**config.mk**
```make
export PLATFORM = sky130hd
export DESIGN_NAME = tlpw_front
export DESIGN_NICKNAME = d
export VERILOG_FILES = /design/src/tlpw_pkg.sv /design/src/tlpw_front.sv
export SDC_FILE = /design/constraint.sdc
export NUM_CORES = 1
export LEC_CHECK = 0
export BUFFER_PORTS_ARGS = -buffer_cell sky130_fd_sc_hd__buf_2
export CORE_AREA = 8 8 110 92
export CTS_BUF_LIST = sky130_fd_sc_hd__clkbuf_16
export DETAILED_ROUTE_END_ITERATION = 10
export DIE_AREA = 0 0 118 100
export GPL_TIMING_DRIVEN = 1
export PLACE_DENSITY = 0.88
export SYNTH_ARGS = -nofsm -noshare
export SYNTH_HDL_FRONTEND = slang
export SYNTH_SLANG_ARGS = --single-unit
```
**constraint.sdc**
```tcl
create_clock -name clk -period 8.4 [get_ports clk]
set_input_delay 1.68 -clock clk [delete_from_list [all_inputs] [get_ports clk]]
set_output_delay 1.68 -clock clk [all_outputs]
set_load 0.05 [all_outputs]
```
**src/tlpw_pkg.sv**
```systemverilog
// Package for the two-level page walk core: request/command types, codes and sizing constants.
// No dependencies.
`default_nettype none
package tlpw_pkg;
  localparam int TableEntriesDef = 64;
  localparam int TlbSizeDef      = 8;
  localparam int FrameBitsDef    = 11;
  localparam int VaBits          = 32;
  localparam int PhysBits        = 28;
  localparam int OffBits         = 12;
  localparam int OutFrameBits    = 11;
  localparam int SelBits         = 6;
  localparam int ValBits         = 11;
  localparam int PnBits          = 10;
  localparam int QDepth          = 2;

  typedef enum logic [1:0] {
    FUNC_XLATE = 2'd0,
    FUNC_WR_L1 = 2'd1,
    FUNC_WR_L2 = 2'd2,
    FUNC_NONE  = 2'd3
  } func_t;

  typedef enum logic [1:0] {
    CMD_XLATE = 2'd0,
    CMD_FAULT = 2'd1,
    CMD_WR_L1 = 2'd2,
    CMD_WR_L2 = 2'd3
  } cmd_t;

  typedef struct packed {
    cmd_t              cmd;
    logic [PnBits-1:0] p1;
    logic [PnBits-1:0] p2;
    logic [OffBits-1:0] off;
    logic [SelBits-1:0] tsel;
    logic [SelBits-1:0] esel;
    logic [ValBits-1:0] val;
  } cmd_beat_t;

  typedef enum logic [2:0] {
    ST_CLR,
    ST_IDLE,
    ST_L1,
    ST_L2,
    ST_OUT
  } bstate_t;
endpackage
`default_nettype wire

```
**src/tlpw_front.sv**
```systemverilog
// Front end: accepts request beats, classifies them and range-checks indexes.
// Depends on tlpw_pkg.
`default_nettype none
module tlpw_front #(
  parameter int TABLE_ENTRIES = tlpw_pkg::TableEntriesDef
) (
  input  wire logic                         clk,
  input  wire logic                         rst,
  input  wire logic                         valid,
  output logic                              stall,
  input  wire logic [1:0]                   func,
  input  wire logic [tlpw_pkg::VaBits-1:0]  virt_addr,
  input  wire logic [tlpw_pkg::SelBits-1:0] table_sel,
  input  wire logic [tlpw_pkg::SelBits-1:0] entry_sel,
  input  wire logic [tlpw_pkg::ValBits-1:0] entry_value,
  output logic                              q_valid,
  output tlpw_pkg::cmd_beat_t               q_beat,
  input  wire logic                         q_pop
);
  localparam int QW = $clog2(tlpw_pkg::QDepth);
  tlpw_pkg::cmd_beat_t qmem [tlpw_pkg::QDepth];
  logic [QW-1:0] rd_ptr, wr_ptr;
  logic [QW:0]   count;
  tlpw_pkg::cmd_beat_t beat;
  logic push, keep, p1_ok, p2_ok, ts_ok, es_ok;

  assign stall = (count == (QW+1)'(tlpw_pkg::QDepth));
  assign p1_ok = {22'd0, virt_addr[31:22]} < TABLE_ENTRIES;
  assign p2_ok = {22'd0, virt_addr[21:12]} < TABLE_ENTRIES;
  assign ts_ok = {26'd0, table_sel} < TABLE_ENTRIES;
  assign es_ok = {26'd0, entry_sel} < TABLE_ENTRIES;

  always_comb begin
    beat      = '0;
    beat.p1   = virt_addr[31:22];
    beat.p2   = virt_addr[21:12];
    beat.off  = virt_addr[11:0];
    beat.tsel = table_sel;
    beat.esel = entry_sel;
    beat.val  = entry_value;
    keep      = 1'b0;
    unique case (tlpw_pkg::func_t'(func))
      tlpw_pkg::FUNC_XLATE: begin
        keep = 1'b1;
        beat.cmd = (p1_ok && p2_ok) ? tlpw_pkg::CMD_XLATE : tlpw_pkg::CMD_FAULT;
      end
      tlpw_pkg::FUNC_WR_L1: begin
        keep = ts_ok;
        beat.cmd = tlpw_pkg::CMD_WR_L1;
      end
      tlpw_pkg::FUNC_WR_L2: begin
        keep = ts_ok && es_ok;
        beat.cmd = tlpw_pkg::CMD_WR_L2;
      end
      default: begin
        keep = 1'b0;
        beat.cmd = tlpw_pkg::CMD_FAULT;
      end
    endcase
  end

  assign push    = valid && !stall && keep;
  assign q_valid = (count != '0);
  assign q_beat  = qmem[rd_ptr];

  always_ff @(posedge clk) begin
    if (push) begin
      qmem[wr_ptr] <= beat;
    end
  end

  always_ff @(posedge clk) begin
    if (rst) begin
      rd_ptr <= '0;
      wr_ptr <= '0;
      count  <= '0;
    end else begin
      if (push) begin
        wr_ptr <= wr_ptr + 1'b1;
      end
      if (q_pop) begin
        rd_ptr <= rd_ptr + 1'b1;
      end
      count <= count + (QW+1)'(push) - (QW+1)'(q_pop);
    end
  end
endmodule
`default_nettype wire

```
==> flow_metrics.env <==
export IMPL_status="complete, no violations"
export IMPL_synth_nets=279
export IMPL_synth_compound_area_share_pct=0.565
export IMPL_via_per_inst=4.90
export IMPL_tns_ps=0
export IMPL_hold_viol=0
export IMPL_synth_edff_count=114
export IMPL_io_pins=120
export IMPL_required_ps=6720
export IMPL_drt_pass1_iterations=4
export IMPL_worstMarginPinSlew_ps=741
export IMPL_final_common_cell="buf_2"
export IMPL_syn_avg_cell_area_sq_um=20.8
export IMPL_rsz0062_at_grt="no"
export IMPL_grt_pass1_vias=2590
export IMPL_post_cts_buffers=0
export IMPL_synthXorXnorAreaFrac_pct=0.396
export IMPL_fin_crit_sh_pct=46.7
export IMPL_dp_slack_ps=4830
export IMPL_layout_common_cells="buf_2, edfxtp_1, mux2_2, clkbuf_16, ha_1"
export IMPL_whs_ps=511
export IMPL_yosys_most_used_dff="edfxtp_1"
export IMPL_synth_adder_area_share_pct=1.41
export IMPL_ys_types=22
export IMPL_place_congestion=0.684
export IMPL_dp_hpwl_mm=5.41
export IMPL_cellPowerDensity_nw_per_um2=294
export IMPL_cts_tree="built"
export IMPL_grt_max_degree=58
export IMPL_critPathCaptureType="output port"
export IMPL_clock_skew_ps=4.83
export IMPL_place_area_sq_um=5140
export IMPL_synth_warning_count=0
export IMPL_initial_utilization_pct=53.4
export IMPL_ys_ff_latch=119
export IMPL_synth_area_leaders="edfxtp_1, mux2_2, dfxtp_1, ha_1, buf_6"
export IMPL_root_buffer="clkbuf_16"
export IMPL_syn_area_sq_um=4430
export IMPL_yosys_area_top_type="edfxtp_1"
export IMPL_dp_cells=441
export IMPL_synthCells=213
export IMPL_n_fill_cell=563
export IMPL_startpoint_type="register"
export IMPL_antenna_found_initial=0
export IMPL_synthMuxAreaShare_pct=14.5
export IMPL_slew_violations=0
export IMPL_portBuffers=119
export IMPL_placeableCoreArea_sq_um=8300
export IMPL_hp_class="register to register"
export IMPL_htreeDepth=4
export IMPL_critPathMaxFanout=31
export IMPL_numCtsBuffers=17
export IMPL_p_leak_nw=2.18
export IMPL_rr_worst_depth=4
export IMPL_clk_latency_ps=390
export IMPL_track_usage_pct=13.8
export IMPL_final_layout_size_suffix_gt1_share_pct=59.8
export IMPL_crit_arrival_ps=2240
export IMPL_layout_cells_non_filler=473
export IMPL_dieWidth_um=118
export IMPL_fmaxAchievable_mhz=255
export IMPL_wirelength_mm=8.00
export IMPL_min_path_cells=2
export IMPL_num_vias=2316
export IMPL_wl_per_cell_um=16.9
export IMPL_rows=30
export IMPL_final_util_pct=69.0
export IMPL_max_vdd_ir_drop_v=0.000156
export IMPL_total_power_mw=1.68
export IMPL_seq_area_frac_synth_pct=79.6
export IMPL_synth_simple_area_share_pct=1.95
export IMPL_synth_top_family_by_area="multiplexers"
export IMPL_crit_type="register to output port"
export IMPL_period_needed_ps=3920
export IMPL_cts_hold_fix_buffers=0
export IMPL_slew_headroom_pct=50.6
export IMPL_cap_violations=0
export IMPL_ant_nets=0
export IMPL_area_delta_synth_final_pct=29.3
export IMPL_diodes=0
export IMPL_die_area_sq_um=11800
export IMPL_grt_pass1_wl_mm=12.6
export IMPL_setup_ws_ps=4480
export IMPL_async_flop_share_pct=0
export IMPL_dr_first_iter_drc_count=112
export IMPL_ctsResizeCount=0
export IMPL_final_cell_area_sq_um=5720
export IMPL_clk_path_buf_depth=2
export IMPL_cts_sinks=119
export IMPL_nets=414
export IMPL_die_y_um=100
export IMPL_synth_top_cell_area_share_pct=77.3
export IMPL_drc=0
export IMPL_grt_overflow_total=0
export IMPL_setup_violations=0
export IMPL_clk_pin_slew_ps=60
power by group:
group	switching, mW	total, mW	internal, mW
registers	0.0157	0.719	0.703
clock network	0.252	0.689	0.437
logic	0.200	0.277	0.0775
total	0.467	1.68	1.22
synth_stat cells, types with 2 or more instances:
cell type	count
buf_6	3
or2_2	2
edfxtp_1	114
a21oi_1	2
inv_1	5
dfxtp_1	5
ha_1	5
buf_2	2
nor2_1	4
or4_1	2
mux2_2	57
o21ai_1	2
registers in the layout (all words and copies together) (netlist names), named ones only:
| signal | count |
|---|---|
| qmem | 114 |
| count | 2 |
| rd_ptr | 1 |
| wr_ptr | 1 |
cell type report:
cell class / instances / area [sq um] / share of cell area [%]
multi-input combinational: 83 / 841 / 14.7
clock buffer: 17 / 425 / 7.43
sequential: 119 / 3520 / 61.6
timing repair buffer: 122 / 618 / 10.8
clock inverter: 15 / 154 / 2.69
tap: 112 / 140 / 2.45
inverter: 5 / 18.8 / 0.328
kinds of logic after synthesis:
group	Yosys count
fa+ha+maj	5
flops	119
simple gates	14
compound gates	5
xor+xnor	2
buf+inv	11
mux	57
routing by layer:
metal  wire, um  part of all wire (%)  track usage [%]
met5          0                     0                0
met4         70                  0.88             5.60
met3        489                   6.1             6.12
met2       4050                    51             23.1
met1       3390                    42             15.2
critical path, cell delays in order, from the launching register on:
cell and delay [ps]:
dfxtp_2 720, buf_4 490, mux2_2 390, buf_2 210
path summary, 6_finish.rpt:
check	startpoint	end	slack (ps)
min reg2reg	wr_ptr	wr_ptr	510
max	register	q_beat[20]	4480
max reg2reg	count[1]	qmem[0][23]	6480
min	wr_ptr	wr_ptr	510
Power figures use the tool's default switching activity.
